## config.mk

```make
export PLATFORM = sky130hd
export DESIGN_NAME = fpmd_cell
export DESIGN_NICKNAME = d
export VERILOG_FILES = /design/src/sv/fpmd_pkg.sv /design/src/sv/fpmd_cell.sv
export SDC_FILE = /design/constraint.sdc
export NUM_CORES = 1
export LEC_CHECK = 0
export ABC_AREA = 1
export ABC_CLOCK_PERIOD_IN_PS = 2300
export BUFFER_PORTS_ARGS = -buffer_cell sky130_fd_sc_hd__buf_2
export CELL_PAD_IN_SITES_DETAIL_PLACEMENT = 0
export CELL_PAD_IN_SITES_GLOBAL_PLACEMENT = 1
export CORE_ASPECT_RATIO = 1.1
export CORE_MARGIN = 2
export CORE_UTILIZATION = 32
export CTS_CLUSTER_SIZE = 30
export DETAILED_ROUTE_END_ITERATION = 8
export PLACE_DENSITY = 0.84
export SLEW_MARGIN = 20
export SYNTH_ARGS = -nofsm -noshare
export SYNTH_HDL_FRONTEND = slang
export SYNTH_SLANG_ARGS = --single-unit
```

## constraint.sdc

```tcl
create_clock -name i_clk -period 2.3 [get_ports i_clk]
set_input_delay 0.46 -clock i_clk [delete_from_list [all_inputs] [get_ports i_clk]]
set_output_delay 0.46 -clock i_clk [all_outputs]
set_load 0.05 [all_outputs]
```

## src/sv/fpmd_pkg.sv

```systemverilog
`default_nettype none

package fpmd_pkg;

    // Number of fraction bits in the Q format.
    localparam int FRACTION_BITS = 16;
    localparam int WORD_W        = 32;
    // Width of the shifted dividend, and so the number of quotient bits.
    localparam int DIVIDEND_W    = WORD_W + FRACTION_BITS;
    // Number of registered stages between an accepted word and its result: the
    // entry stage, one cell per quotient bit and the output stage.
    localparam int LATENCY       = DIVIDEND_W + 2;

    // Operation codes carried in the kind field.
    localparam logic [1:0] KIND_UMUL = 2'd0;
    localparam logic [1:0] KIND_UDIV = 2'd1;
    localparam logic [1:0] KIND_SMUL = 2'd2;
    localparam logic [1:0] KIND_SDIV = 2'd3;

    localparam logic [WORD_W-1:0] SDIV_ZERO_RESULT = {1'b0, {(WORD_W-1){1'b1}}};
    localparam logic [WORD_W-1:0] UDIV_ZERO_RESULT = {WORD_W{1'b1}};

    typedef struct packed {
        logic [1:0]        kind;
        logic [WORD_W-1:0] operand_a;
        logic [WORD_W-1:0] operand_b;
    } t_in_word;

    typedef struct packed {
        logic [WORD_W-1:0] result_word;
        logic              divide_by_zero;
    } t_out_word;

    // Control that rides along the divider row with each word.
    typedef struct packed {
        logic              valid;
        logic              override;
        logic              negate;
        logic              divide_by_zero;
        logic [WORD_W-1:0] word;
    } t_tag;

    // Everything one cell of the row holds for one word.
    typedef struct packed {
        t_tag                  tag;
        logic [WORD_W-1:0]     rem;
        logic [DIVIDEND_W-1:0] work;
        logic [WORD_W-1:0]     divisor;
    } t_lane;

endpackage

`default_nettype wire

```

## src/sv/fpmd_cell.sv

```systemverilog
`default_nettype none

module fpmd_cell (
    input  wire logic           i_clk,
    input  wire logic           i_rst_n,
    input  wire fpmd_pkg::t_lane i_lane,
    output fpmd_pkg::t_lane     o_lane
);
    import fpmd_pkg::*;

    // One restoring step: bring down the next dividend bit and try to
    // subtract the divisor. The quotient bit enters at the bottom of work.
    logic [WORD_W:0] partial;
    logic [WORD_W:0] diff;
    logic            ge;
    t_lane           n_lane;
    t_lane           r_lane;
    logic            r_valid;

    always_comb begin
        partial     = {i_lane.rem, i_lane.work[DIVIDEND_W-1]};
        diff        = partial - {1'b0, i_lane.divisor};
        ge          = (partial >= {1'b0, i_lane.divisor});
        n_lane      = i_lane;
        n_lane.rem  = ge ? diff[WORD_W-1:0] : partial[WORD_W-1:0];
        n_lane.work = {i_lane.work[DIVIDEND_W-2:0], ge};
    end

    always_ff @(posedge i_clk) begin
        if (!i_rst_n) begin
            r_valid <= 1'b0;
        end else begin
            r_valid <= i_lane.tag.valid;
        end
    end

    always_ff @(posedge i_clk) begin
        r_lane <= n_lane;
    end

    always_comb begin
        o_lane           = r_lane;
        o_lane.tag.valid = r_valid;
    end

endmodule

`default_nettype wire

```

==> results.yml <==
setup_path:
  startpoint: "i_lane[0]"
  crit_chain: "buf_2, ha_1, fa_1, inv_1, nand3_1, nand3_1, nand3_1, nand2_1, nand2_1, nand2_1, nand2_1, nand3_1, nand2_1"
  cp.arrival_ns: 2.31
  worstSetupPathType: "input pin to flip-flop"
  critPathMaxStageDelay_ns: 0.41
  cpMaxStageDelayCell: "fa_1"
  worstPathRequired_ns: 2.62
  path_buf_inv: 2
  cpMostUsedCell: "nand2_1"
  crit_fanout: 3
  critPathLaunchType: "input pin"
  worstSetupEndpointType: "flip-flop"
  crit_family: "simple AND/OR/NAND/NOR gates"
clock_network:
  cts_tree: "yes"
  clk_transition_reported_paths_ns: 0.07
  cts_htree_levels: 4
  cts_root_buf: "clkbuf_16"
  cts_hold_buffers: 0
  cts.sinks: 148
  clk_path_buf_depth: 2
  post_cts_resized: 0
  post-cts-setup-buffers: 0
  cts_buffers: 17
pwr:
  p_sw_mw: 2.78
  clockPowerShare_pct: 35.0
  p_leak_nw: 5.09
  combPwrFrac_pct: 27.7
  peakVddDrop_mv: 0.510
  powerDensity_nw_per_um2: 868
  p_total_mw: 7.61
  switching_share_pct: 36.6
  seqPwrFrac_pct: 37.3
  p_int_mw: 4.82
sta:
  post-route-period-util_pct: 86.6
  min_period_ns: 1.99
  drv_slew: 0
  worst_pin_slew_ns: 0.385
  finalSetupTns_ns: 0
  fmax_mhz: 502
  slew_headroom_pct: 74.4
  fin_hold_ws_ns: 0.128
  final.setup.worst_slack_ns: 0.309
  rsz0062_at_grt: "no"
  setup_viol: 0
  hold_violations: 0
route:
  viasPerCell: 4.16
  drt-total-wl_um: 21000
  antenna_left: 0
  dr.pass1.iters: 5
  wl_per_cell_um: 14.8
  drtIter0Drc: 143
  vias: 5896
  drc: 0
placement:
  hpwl_um: 17900
  place_congestion: 0.949
  place_area_um2: 8190
  dp_slack_ns: -0.126
  dp_cells: 1384
  io_buffer_count: 297
final_layout:
  post-route-util_pct: 47.3
  layout-drive-gt1-share_pct: 34.6
  design_area_um2: 8760
  area_delta_synth_final_pct: 43.9
  finalNetCount: 1343
  stdcell_count: 1416
  nFillCells: 1927
  num_antenna_cells: 0
worst_hold_path:
  min-delay-start: "i_lane[52]"
  hold_path_depth: 1
  hold_class: "input pin to flip-flop"
  whs_endpoint: "o_lane[53]"
global_routing:
  gr-total-overflow: 0
  grt_antenna_before_repair: 2
  grt_pass1_vias: 5816
  grt_pass1_wl_um: 30800
  grt_usage_pct: 20.6
  grt_max_degree: 31
floorplan:
  core-area_um2: 18500
  die_x_um: 136
  dieHeight_um: 149
  start_util_pct: 32.8
  num_rows: 52
  io_pins: 298
  die_area_um2: 20100
synthesis:
  postSynthCellCount: 801
  syn_area_per_cell_um2: 7.60
  ys_seq_area_share_pct: 48.7
  synth_nets: 984
  synth_cell_type_count: 28
  synthFlopType: "dfxtp_1"
  synth_seq_cells: 148
  syn_area_um2: 6090
  yosysWarnings: 0
  async_flop_share_pct: 0
  synth_edf_count: 0
status:
  outcome: "complete, no violations"
job:
  max_cap_violations: 0
==> how the worst max path moves through the flow <==
| stage | slack [ns] | end | cells past startpoint |
|---|---|---|---|
| finish | 0.31 | o_lane[108] | 13 |
| global route | 0.18 | o_lane[108] | 14 |
| CTS | 0.33 | o_lane[108] | 13 |
| detailed placement | -0.13 | o_lane[108] | 13 |
| global placement | -0.11 | o_lane[108] | 13 |
| floorplan | 0.38 | o_lane[96] | 13 |
==> final cells by class <==
type	count	area (µm²)	area share, %
Sequential cell	148	2960	33.8
Multi-Input combinational cell	492	2470	28.2
Timing Repair Buffer	348	1880	21.5
Inverter	153	577	6.58
Clock buffer	18	429	4.90
Tap cell	243	304	3.47
Clock inverter	14	140	1.60
==> state kept, by name, summed over array words and instances, names as in the netlist <==
name / count
o_lane: 147
r_valid: 1
==> per-layer routing <==
layer  routed length (µm)  GRT usage [%]  up-vias
li1                     -              -     3109
met1                 7730           20.3     2573
met2                10900           38.8      182
met3                 1860           8.04       28
met4                  503           7.66        4
met5                   23              0        -
==> cell usage after synthesis, types with 2 or more instances <==
| cell type | count | area share (%) |
|---|---|---|
| a21oi_1 | 21 | 1.7 |
| nor3_1 | 6 | 0.49 |
| nand2_4 | 3 | 0.55 |
| nor3_2 | 2 | 0.33 |
| nand4_1 | 2 | 0.21 |
| nor2_2 | 6 | 0.62 |
| nand2_2 | 11 | 1.1 |
| ha_1 | 32 | 6.6 |
| xor2_1 | 13 | 1.9 |
| o21bai_1 | 2 | 0.25 |
| buf_6 | 6 | 1.1 |
| nor2_1 | 34 | 2.1 |
| dfxtp_1 | 148 | 49 |
| nand2_1 | 298 | 18 |
| and2_1 | 8 | 0.82 |
| nand3b_1 | 10 | 1.2 |
| o21ai_0 | 2 | 0.16 |
| nand3_1 | 37 | 3.0 |
| inv_1 | 151 | 9.3 |
==> power by group through the flow <==
stage	logic, mW	clock network [mW]	registers, mW
floorplan	0.639	0	3.68
global placement	2.12	0	2.89
detailed placement	2.13	0	2.90
CTS	2.13	2.74	2.84
global route	2.28	2.85	2.86
finish	2.11	2.66	2.84
==> layout by cell type, fill, tap and decap left out, drive strengths merged <==
cell      Yosys  layout
xor2         13      13
buf           8     348
clkbuf        0      18
a21oi        21      21
ha           32      32
inv         153     160
o21bai        2       2
nand4         2       2
nand2       313     313
fa            1       1
o21ai         2       2
xnor2         1       1
nor2         40      40
nor3          8       8
nand3        38      38
dfxtp       148     148
clkinv        0       5
clkinvlp      0       2
or2           1       1
nand3b       10      10
and2          8       8
==> kinds of logic after synthesis <==
kind of cell               share of synthesized area [%]
buffers and inverters                               10.8
DFF                                                 48.7
and+or+nand+nor                                     29.5
AOI/OAI and AO/OA                                   2.14
xor gates and xnor gates                            2.01
adders and majority gates                           6.91
No activity file was read; power rests on OpenSTA's default activity.
