## config.mk

```make
export PLATFORM = sky130hd
export DESIGN_NAME = fpmd_back
export DESIGN_NICKNAME = d
export VERILOG_FILES = /design/src/sv/fpmd_pkg.sv /design/src/sv/fpmd_back.sv
export SDC_FILE = /design/constraint.sdc
export NUM_CORES = 1
export LEC_CHECK = 0
export BUFFER_PORTS_ARGS = -buffer_cell sky130_fd_sc_hd__buf_2
export CELL_PAD_IN_SITES_DETAIL_PLACEMENT = 0
export CELL_PAD_IN_SITES_GLOBAL_PLACEMENT = 1
export CORE_MARGIN = 2
export CORE_UTILIZATION = 23
export CTS_CLUSTER_DIAMETER = 100
export DETAILED_ROUTE_END_ITERATION = 16
export PLACE_DENSITY_LB_ADDON = 0.1
export SYNTH_ARGS = -nofsm -noshare
export SYNTH_HDL_FRONTEND = slang
export SYNTH_SLANG_ARGS = --single-unit
export TNS_END_PERCENT = 30
```

## constraint.sdc

```tcl
create_clock -name i_clk -period 3 [get_ports i_clk]
set_input_delay 0.9 -clock i_clk [delete_from_list [all_inputs] [get_ports i_clk]]
set_output_delay 0.9 -clock i_clk [all_outputs]
set_load 0.1 [all_outputs]
```

## src/sv/fpmd_pkg.sv

```systemverilog
`default_nettype none

package fpmd_pkg;

    // Number of fraction bits in the Q format.
    localparam int FRACTION_BITS = 16;
    localparam int WORD_W        = 32;
    // Width of the shifted dividend, and so the number of quotient bits.
    localparam int DIVIDEND_W    = WORD_W + FRACTION_BITS;
    // Number of registered stages between an accepted word and its result: the
    // entry stage, one cell per quotient bit and the output stage.
    localparam int LATENCY       = DIVIDEND_W + 2;

    // Operation codes carried in the kind field.
    localparam logic [1:0] KIND_UMUL = 2'd0;
    localparam logic [1:0] KIND_UDIV = 2'd1;
    localparam logic [1:0] KIND_SMUL = 2'd2;
    localparam logic [1:0] KIND_SDIV = 2'd3;

    localparam logic [WORD_W-1:0] SDIV_ZERO_RESULT = {1'b0, {(WORD_W-1){1'b1}}};
    localparam logic [WORD_W-1:0] UDIV_ZERO_RESULT = {WORD_W{1'b1}};

    typedef struct packed {
        logic [1:0]        kind;
        logic [WORD_W-1:0] operand_a;
        logic [WORD_W-1:0] operand_b;
    } t_in_word;

    typedef struct packed {
        logic [WORD_W-1:0] result_word;
        logic              divide_by_zero;
    } t_out_word;

    // Control that rides along the divider row with each word.
    typedef struct packed {
        logic              valid;
        logic              override;
        logic              negate;
        logic              divide_by_zero;
        logic [WORD_W-1:0] word;
    } t_tag;

    // Everything one cell of the row holds for one word.
    typedef struct packed {
        t_tag                  tag;
        logic [WORD_W-1:0]     rem;
        logic [DIVIDEND_W-1:0] work;
        logic [WORD_W-1:0]     divisor;
    } t_lane;

endpackage

`default_nettype wire

```

## src/sv/fpmd_back.sv

```systemverilog
`default_nettype none

module fpmd_back (
    input  wire logic            i_clk,
    input  wire logic            i_rst_n,
    input  wire fpmd_pkg::t_lane  i_lane,
    output logic                 o_done,
    output fpmd_pkg::t_out_word  o_word
);
    import fpmd_pkg::*;

    logic [WORD_W-1:0] quot;
    t_out_word         n_word;
    t_out_word         r_word;
    logic              r_done;

    always_comb begin
        quot = i_lane.work[WORD_W-1:0];
        if (i_lane.tag.override) begin
            n_word.result_word = i_lane.tag.word;
        end else if (i_lane.tag.negate) begin
            n_word.result_word = ~quot + 1'b1;
        end else begin
            n_word.result_word = quot;
        end
        n_word.divide_by_zero = i_lane.tag.divide_by_zero;
    end

    always_ff @(posedge i_clk) begin
        if (!i_rst_n) begin
            r_done <= 1'b0;
        end else begin
            r_done <= i_lane.tag.valid;
        end
    end

    always_ff @(posedge i_clk) begin
        r_word <= n_word;
    end

    assign o_done = r_done;
    assign o_word = r_word;

endmodule

`default_nettype wire
```

==> metrics.md <==
| Metric | Value |
|---|---|
| Pins over their slew limit | `0` |
| Routed WL per cell | `12.5 µm` |
| Pre-CTS setup slack | `0.156 ns` |
| Max cap viols | `0` |
| Post-CTS Setup Bufs | `0` |
| Worst-path clk slew | `0.07 ns` |
| Vias per cell | `4.31` |
| Hold Startpoint | `i_lane[144]` |
| Synth Register Bits | `34` |
| FP Rows | `32` |
| Fmax | `0.397 GHz` |
| Comb power frac | `39.2%` |
| Int Power | `0.803 mW` |
| GRT Total Usage | `12.2%` |
| Post-route insts no fill | `412` |
| Fin. Hold Viols | `0` |
| Cell area after layout | `2530 µm²` |
| Placer Congestion | `0.691` |
| Die Width | `92.2 µm` |
| Final net count | `460` |
| Initial Util | `23.4%` |
| Relative slew slack | `57.9%` |
| Area post-placement | `2440 µm²` |
| Setup ws final | `0.484 ns` |
| Number of distinct library cells after synthesis | `33` |
| Drt drc | `0` |
| Least-Margin Pin Slew | `0.631 ns` |
| CTS max path bufs | `2` |
| Yosys warnings | `0` |
| Post-synthesis instance area | `1790 µm²` |
| Cts hold-fix bufs | `0` |
| DIE AREA | `8500 µm²` |
| Crit path time final | `2.52 ns` |
| Pin count of the biggest net entering global routing | `36` |
| Sw Pwr | `0.620 mW` |
| RSZ-0062 raised after global routing | `no` |
| WHS Path Cells | `1` |
| Area Overhead vs Synth | `41.6%` |
| Detailed-placement wirelength estimate | `3990 µm` |
| Synth top area share | `38.0%` |
| Crit path kind | `input pin to flop` |
| First-pass GRT wire length | `8150 µm` |
| Inst Count DP | `404` |
| Syn_area_per_cell | `8.81 µm²` |
| CTS tree | `done` |
| # diodes | `0` |
| Final setup TNS | `0 ns` |
| CTS buffer count | `5` |
| WHS Endpoint | `o_word[0]` |
| Worst Path Arrival | `2.69 ns` |
| 1st-iter DRT viols | `37` |
| CP Max Fanout | `5` |
| Post-synth top area cell | `dfxtp_1` |
| Post-route ant nets | `0` |
| Remaining Overflow, GRT | `0` |
| Leak | `1.14 nW` |
| Mapped Cells | `203` |
| Top-Level Pins | `184` |
| Final setup fails | `0` |
| Initial antenna violation count | `0` |
| Post-synthesis sequential area ratio | `38.0%` |
| Hold Path Class | `input pin to flop` |
| Max H-tree Level | `2` |
| Sink Count | `34` |
| Root Buffer | `clkbuf_8` |
| Resize count post-CTS | `0` |
| Sequential Power Share | `35.6%` |
| Worst setup SP type | `input pin` |
| Power density cells | `562 nW/µm²` |
| Port bufs | `103` |
| Share of the cycle needed by the critical path after routing | `83.9%` |
| Data required, critical path | `3.18 ns` |
| Final WL | `5170 µm` |
| VDD IR max | `0.225 mV` |
| Crit. End Element | `flop` |
| Net count after synthesis | `354` |
| Top cells by area, synth | `dfxtp_1 38%, xor2_1 7.8%, o21ai_0 7.6%` |
| Layout Utilization | `33.1%` |
| Vias in the first global route | `1,741` |
| Pre-Repair DR Iteration Count | `4` |
| Via count | `1,774` |
| Die H | `92.2 µm` |
| Layout cells sized above 1 | `42.9%` |
| Status | `finished, final reports clean` |
| Sw frac | `43.6%` |
| CORE AREA | `7650 µm²` |
| Clock power frac | `25.2%` |
Yosys cell counts:
cell,n
a211oi_1,1
a22oi_1,1
a311o_1,1
and2_1,1
buf_1,2
buf_2,1
clkbuf_1,8
dfxtp_1,34
ha_1,1
inv_1,3
mux2_2,11
mux2i_1,3
nand2_1,30
nand2b_1,4
nand3_1,6
nand4b_1,1
nor2_1,6
nor2b_1,1
nor3_1,5
nor3b_1,2
nor4_1,3
nor4_2,2
o21ai_0,27
o311ai_0,1
o31a_1,1
o31ai_1,10
o41ai_1,5
o41ai_4,1
or3_1,3
or3_4,1
or4_4,1
xnor2_1,10
xor2_1,16
cells by family after synthesis:
group                    count (synthesis)  synth area share [%]
AO/OA/AOI/OAI                           48                  18.1
XOR/XNOR                                26                  12.7
adder cells (fa/ha/maj)                  1                 0.699
buffers and inverters                   14                  3.01
flip-flops                              34                  38.0
multiplexers                            14                  8.60
AND/OR/NAND/NOR                         66                  18.8
cell usage in the layout, fill, tap and decap left out, drive strengths merged, types with 2 or more instances in the layout:
cell type	Yosys	final
or3	4	4
xor2	16	16
nand2	30	30
mux2i	3	3
o41ai	6	6
dfxtp	34	34
nor4	5	5
nand3	6	6
clkbuf	8	7
nand2b	4	4
xnor2	10	10
mux2	11	11
nor3b	2	2
nor2	6	6
o31ai	10	10
buf	3	110
inv	3	3
o21ai	27	27
nor3	5	5
critical path: stages:
cell and delay (ns):
buf_2 0.11, inv_1 0.09, ha_1 0.19, nor3b_1 0.34
nand3_1 0.30, o41ai_1 0.39, xnor2_1 0.10, mux2_2 0.26
worst max-delay path by stage:
stage / startpoint / end / cells after the start
4_1_cts: i_lane[32] / o_word[25] / 8
3_5_place_dp: i_lane[32] / o_word[25] / 8
2_1_floorplan: i_lane[54] / o_word[27] / 5
3_3_place_gp: i_lane[32] / o_word[25] / 8
6_report: i_lane[32] / o_word[25] / 8
5_1_grt: i_lane[32] / o_word[25] / 8
through the flow:
stage | total power [mW] | hold WS [ns]
after floorplan | 0.950 | 0.928
after global placement | 1.08 | 1.00
after detailed placement | 1.08 | 1.01
after CTS | 1.45 | 0.706
after global routing | 1.50 | 0.703
final | 1.42 | 0.715
final cells by class:
cell class / count / area [µm²]
Sequential cell: 34 / 681
Tap cell: 102 / 128
Clock buffer: 7 / 86.3
Multi-Input combinational cell: 155 / 1050
Inverter: 3 / 11.3
Clock inverter: 1 / 5.00
Fill cell: 850 / 5110
Timing Repair Buffer: 110 / 568
state kept, by name, indices dropped and copies added, names as in the netlist:
| signal | flops |
|---|---|
| o_word | 33 |
| o_done | 1 |
power groups by stage:
| stage | logic, mW | clock network [mW] | registers, mW |
|---|---|---|---|
| after global placement | 0.564 | 0 | 0.517 |
| after global routing | 0.587 | 0.401 | 0.511 |
| after CTS | 0.563 | 0.379 | 0.507 |
| after floorplan | 0.100 | 0 | 0.850 |
| final | 0.558 | 0.358 | 0.507 |
| after detailed placement | 0.561 | 0 | 0.517 |
layer usage:
layer	share of wire, %	global-route usage [%]	up-vias
met5	0	0	-
met4	1.0	3.36	0
met3	8.3	4.11	7
met2	44	20.5	68
met1	47	15.0	765
li1	-	-	934
Note: power is estimated with default switching activity, not from simulation.
