===== src/sv/fpmd_pkg.sv =====
`default_nettype none

package fpmd_pkg;

    // Number of fraction bits in the Q format.
    localparam int FRACTION_BITS = 16;
    localparam int WORD_W        = 32;
    // Width of the shifted dividend, and so the number of quotient bits.
    localparam int DIVIDEND_W    = WORD_W + FRACTION_BITS;
    // Number of registered stages between an accepted word and its result: the
    // entry stage, one cell per quotient bit and the output stage.
    localparam int LATENCY       = DIVIDEND_W + 2;

    // Operation codes carried in the kind field.
    localparam logic [1:0] KIND_UMUL = 2'd0;
    localparam logic [1:0] KIND_UDIV = 2'd1;
    localparam logic [1:0] KIND_SMUL = 2'd2;
    localparam logic [1:0] KIND_SDIV = 2'd3;

    localparam logic [WORD_W-1:0] SDIV_ZERO_RESULT = {1'b0, {(WORD_W-1){1'b1}}};
    localparam logic [WORD_W-1:0] UDIV_ZERO_RESULT = {WORD_W{1'b1}};

    typedef struct packed {
        logic [1:0]        kind;
        logic [WORD_W-1:0] operand_a;
        logic [WORD_W-1:0] operand_b;
    } t_in_word;

    typedef struct packed {
        logic [WORD_W-1:0] result_word;
        logic              divide_by_zero;
    } t_out_word;

    // Control that rides along the divider row with each word.
    typedef struct packed {
        logic              valid;
        logic              override;
        logic              negate;
        logic              divide_by_zero;
        logic [WORD_W-1:0] word;
    } t_tag;

    // Everything one cell of the row holds for one word.
    typedef struct packed {
        t_tag                  tag;
        logic [WORD_W-1:0]     rem;
        logic [DIVIDEND_W-1:0] work;
        logic [WORD_W-1:0]     divisor;
    } t_lane;

endpackage

`default_nettype wire


===== src/sv/fpmd_front.sv =====
`default_nettype none

module fpmd_front (
    input  wire logic              i_clk,
    input  wire logic              i_rst_n,
    input  wire logic              i_accept,
    input  wire fpmd_pkg::t_in_word i_word,
    output fpmd_pkg::t_lane        o_lane
);
    import fpmd_pkg::*;

    logic                         a_neg;
    logic                         b_neg;
    logic [WORD_W-1:0]            mag_a;
    logic [WORD_W-1:0]            mag_b;
    logic signed [WORD_W:0]       ext_a;
    logic signed [WORD_W:0]       ext_b;
    logic signed [2*WORD_W+1:0]   product;
    t_lane                        n_lane;
    t_lane                        r_lane;
    logic                         r_valid;

    always_comb begin
        a_neg   = i_word.kind[1] & i_word.operand_a[WORD_W-1];
        b_neg   = i_word.kind[1] & i_word.operand_b[WORD_W-1];
        mag_a   = a_neg ? (~i_word.operand_a + 1'b1) : i_word.operand_a;
        mag_b   = b_neg ? (~i_word.operand_b + 1'b1) : i_word.operand_b;
        ext_a   = {a_neg, i_word.operand_a};
        ext_b   = {b_neg, i_word.operand_b};
        product = ext_a * ext_b;

        n_lane                     = '0;
        n_lane.tag.valid           = i_accept;
        n_lane.work                = {mag_a, {FRACTION_BITS{1'b0}}};
        n_lane.divisor             = mag_b;
        n_lane.rem                 = '0;

        case (i_word.kind)
            KIND_UMUL, KIND_SMUL: begin
                n_lane.tag.override = 1'b1;
                n_lane.tag.word     = product[FRACTION_BITS+WORD_W-1:FRACTION_BITS];
            end
            KIND_UDIV: begin
                if (i_word.operand_b == '0) begin
                    n_lane.tag.override       = 1'b1;
                    n_lane.tag.word           = UDIV_ZERO_RESULT;
                    n_lane.tag.divide_by_zero = (i_word.operand_a != '0);
                end
            end
            KIND_SDIV: begin
                if (i_word.operand_a == '0) begin
                    n_lane.tag.override = 1'b1;
                end else if (i_word.operand_b == '0) begin
                    n_lane.tag.override       = 1'b1;
                    n_lane.tag.word           = SDIV_ZERO_RESULT;
                    n_lane.tag.divide_by_zero = 1'b1;
                end else begin
                    n_lane.tag.negate = a_neg ^ b_neg;
                end
            end
            default: begin
                n_lane.tag.override = 1'b1;
            end
        endcase
    end

    always_ff @(posedge i_clk) begin
        if (!i_rst_n) begin
            r_valid <= 1'b0;
        end else begin
            r_valid <= n_lane.tag.valid;
        end
    end

    always_ff @(posedge i_clk) begin
        r_lane <= n_lane;
    end

    always_comb begin
        o_lane           = r_lane;
        o_lane.tag.valid = r_valid;
    end

endmodule

`default_nettype wire


===== config.mk =====
export PLATFORM = sky130hd
export DESIGN_NAME = fpmd_front
export DESIGN_NICKNAME = d
export VERILOG_FILES = /design/src/sv/fpmd_pkg.sv /design/src/sv/fpmd_front.sv
export SDC_FILE = /design/constraint.sdc
export NUM_CORES = 2
export LEC_CHECK = 0
export ABC_AREA = 1
export BUFFER_PORTS_ARGS = -buffer_cell sky130_fd_sc_hd__buf_4
export CAP_MARGIN = 20
export CORE_MARGIN = 2
export CORE_UTILIZATION = 30
export CTS_CLUSTER_DIAMETER = 40
export DETAILED_ROUTE_END_ITERATION = 8
export HOLD_SLACK_MARGIN = 0.02
export PLACE_DENSITY = 0.43
export SLEW_MARGIN = 20
export SYNTH_ARGS = -nofsm -noshare
export SYNTH_HDL_FRONTEND = slang
export SYNTH_SLANG_ARGS = --single-unit
export TNS_END_PERCENT = 1

===== constraint.sdc =====
create_clock -name i_clk -period 12.6 [get_ports i_clk]
set_clock_uncertainty 0.2 [all_clocks]
set_input_delay 1.26 -clock i_clk [delete_from_list [all_inputs] [get_ports i_clk]]
set_output_delay 1.26 -clock i_clk [all_outputs]
set_load 0.02 [all_outputs]

==> metrics.txt <==
Final Critical Period=~9 ns; Routed Wire Length=127000 um; die footprint=120000 um^2; period utilization=a little under three quarters; floorplan row count=around 130; sequential share of the synthesized area=5.67%; NumNets Final=about 5600; Async S/R FF share, synth=0%; GP Congestion=0.881; Avg Cell Area, Syn=approximately 8 um^2; number of synthesized flops with an enable pin=0; Max Clk Rate=about 110 MHz; Hold Buf Count CTS=0; mapped cell area=around 35000 um^2; quantity of gates resized following cts=0; antenna violations before repair=4; Hold Vio Cnt, Final=0; kind of critical path=in2reg; Post-CTS Repair Setup Buffers=0; CTS sink cnt=100; Die Y-Extent=approximately 350 um; die width=347 um; CTS root buf=clkbuf_16; vias per cell=~4.5; CTS H-tree lvls=3; # diodes=0; GRT overflow=0; CP required=approximately 13 ns; Worst setup EP type=flip-flop; vias in the first global route=between 20000 and 30000; commonest non-fill, non-tap cell in the layout=inv_1; setup TNS=0 ns; status=finished clean; CTS Buf Count=9; commonest non-fill, non-tap cells in the layout=1353 x inv_1, 1192 x nand2_1, 856 x fa_1; synthesis-to-finish area growth=7.06%; Final Hold Slack=between 0.8 and 0.9 ns; Hold Path Stages=3; DRT Pass-1 Iters=5; global-route wire length before repair=roughly 190000 um; RSZ-0062 raised after global routing=false; vias=around 27000; Initial Util=around 30%; fillers=roughly 13000; final setup fails=0; Cells after Synth=approximately 4500; max cap viols=0; routed len/inst=approximately 21 um; worst min-delay path startpoint=i_accept; WP data arrival=around 9.1 ns; Overall Global Routing Usage=between 20% and 30%; hold path endpoint=r_valid$_SDFF_PN0_; DRT antenna net count=0; Slew Limit Fails=0; startpoint types=input pin; PortBufs=roughly 170; Slew @ Worst Pin=roughly 1.0 ns; I/O pin count=~220; clk buf depth=2; #FFs+latches synth=100; ys flop type=dfxtp_1; CTS tree=yes; slew margin rel.=30.3%; Synth cell types=50; Crit Path Max Fanout=21; hpwl dp=about 100000 um; Residual DRC=0; Worst Hold Class=in2reg; DRT iter0 DRCs=between 1500 and 2000; layout cell share with drive strength beyond 1=~5.4%; Clock transition at path regs=about 0.080 ns; core area=roughly 120000 um^2; largest net degree at the start of global routing=38; Yosys warning count=0
## kinds of logic after synthesis
kind of cell | after synthesis | synth area share (%)
buf+inv | 1641 | 18.1
simple gates | 1482 | 16.9
fa+ha+maj | 1033 | 54.8
compound gates | 175 | 2.76
flops | 100 | 5.67
xor+xnor | 71 | 1.76
other cells | 1 | 0.0106
## cell usage after synthesis, types with 2 or more instances
cell type / number / area share, %
nor2_2: 4 / 0.071
o311ai_0: 2 / 0.050
nor3_4: 6 / 0.28
inv_2: 3 / 0.032
o21ai_0: 61 / 0.86
xor2_1: 45 / 1.1
a31oi_1: 10 / 0.18
nor2_1: 149 / 1.6
a21oi_1: 71 / 1.0
inv_1: 1353 / 14
nand3_1: 60 / 0.85
dfxtp_1: 100 / 5.7
a211oi_1: 2 / 0.043
o21a_1: 7 / 0.15
clkbuf_1: 178 / 1.9
nand4_1: 15 / 0.27
ha_1: 177 / 6.3
nand2_2: 4 / 0.071
o21bai_1: 4 / 0.085
a21boi_0: 6 / 0.13
or2_2: 9 / 0.16
xnor2_1: 26 / 0.64
buf_1: 43 / 0.46
nor3_2: 3 / 0.085
buf_6: 3 / 0.096
nand2_1: 1192 / 13
a21o_1: 5 / 0.11
nor4_1: 3 / 0.053
o31ai_1: 3 / 0.064
fa_1: 856 / 49
buf_4: 53 / 1.1
and2_1: 2 / 0.035
o21ai_1: 2 / 0.028
and3_1: 2 / 0.035
buf_2: 7 / 0.099
nand3b_1: 4 / 0.085
nor3_1: 20 / 0.28
## worst max path at each step
| stage | from | endpoint | slack [ns] | depth (start not counted) |
|---|---|---|---|---|
| 2_1_floorplan | i_word[65] | o_lane[140]$_DFF_P_ | 4.41 | 25 |
| 3_3_place_gp | i_word[63] | o_lane[142]$_DFF_P_ | 3.29 | 26 |
| 3_5_place_dp | i_word[63] | o_lane[142]$_DFF_P_ | 3.30 | 26 |
| 4_1_cts | i_word[63] | o_lane[142]$_DFF_P_ | 3.72 | 26 |
| 5_1_grt | i_word[63] | o_lane[142]$_DFF_P_ | 3.22 | 24 |
| 6_report | i_word[63] | o_lane[142]$_DFF_P_ | 3.63 | 26 |
## metal layers
metal | up-vias | GRT usage (%) | routed length (um)
met2 | 752 | 37.1 | 61600
met5 | - | 0 | 0
met3 | 97 | 2.65 | 6900
met1 | 14005 | 29.7 | 56200
met4 | 0 | 4.32 | 2760
li1 | 12297 | - | -
## worst max-delay path, stage by stage
cell	delay, ns
buf_4	0.28
nand2_1	0.40
buf_4	0.35
nor2_1	0.30
fa_1	0.53
fa_1	0.62
fa_1	0.47
inv_1	0.46
fa_1	0.54
fa_1	0.51
inv_1	0.05
fa_1	0.54
inv_1	0.05
fa_1	0.48
fa_1	0.49
inv_1	0.04
ha_1	0.30
inv_1	0.10
nor3_1	0.48
nand2_1	0.12
o311ai_0	0.13
a31oi_1	0.15
nand2_1	0.12
nand2_1	0.06
nand3_1	0.11
nand2_1	0.06
## flip-flops by register name, indices dropped and copies added, names as in the netlist
name,cells
o_lane,99
r_valid,1
## cell type report
cell class,instances,area (um^2),share of cell area [%]
multi-input combinational,2809,27100,71.7
inverter,1357,5090,13.5
sequential,100,2000,5.30
tap,1524,1910,5.04
timing repair buffer,189,1420,3.75
clock buffer,9,225,0.596
clock inverter,7,62.6,0.165
## through the flow
stage	util [%]	std cells	cell area, um^2	setup slack [ns]
2_1_floorplan	-	4550	35500	4.41
3_3_place_gp	32.2	5979	37500	3.29
3_5_place_dp	32.2	5979	37500	3.30
4_1_cts	32.4	5995	37800	3.72
5_1_grt	32.4	5995	37800	3.22
6_report	32.4	5995	37800	3.63
Power is left out: the tool's default activity adds up to more than one toggle a clock period on the data nets, which glitch-free logic cannot reach.
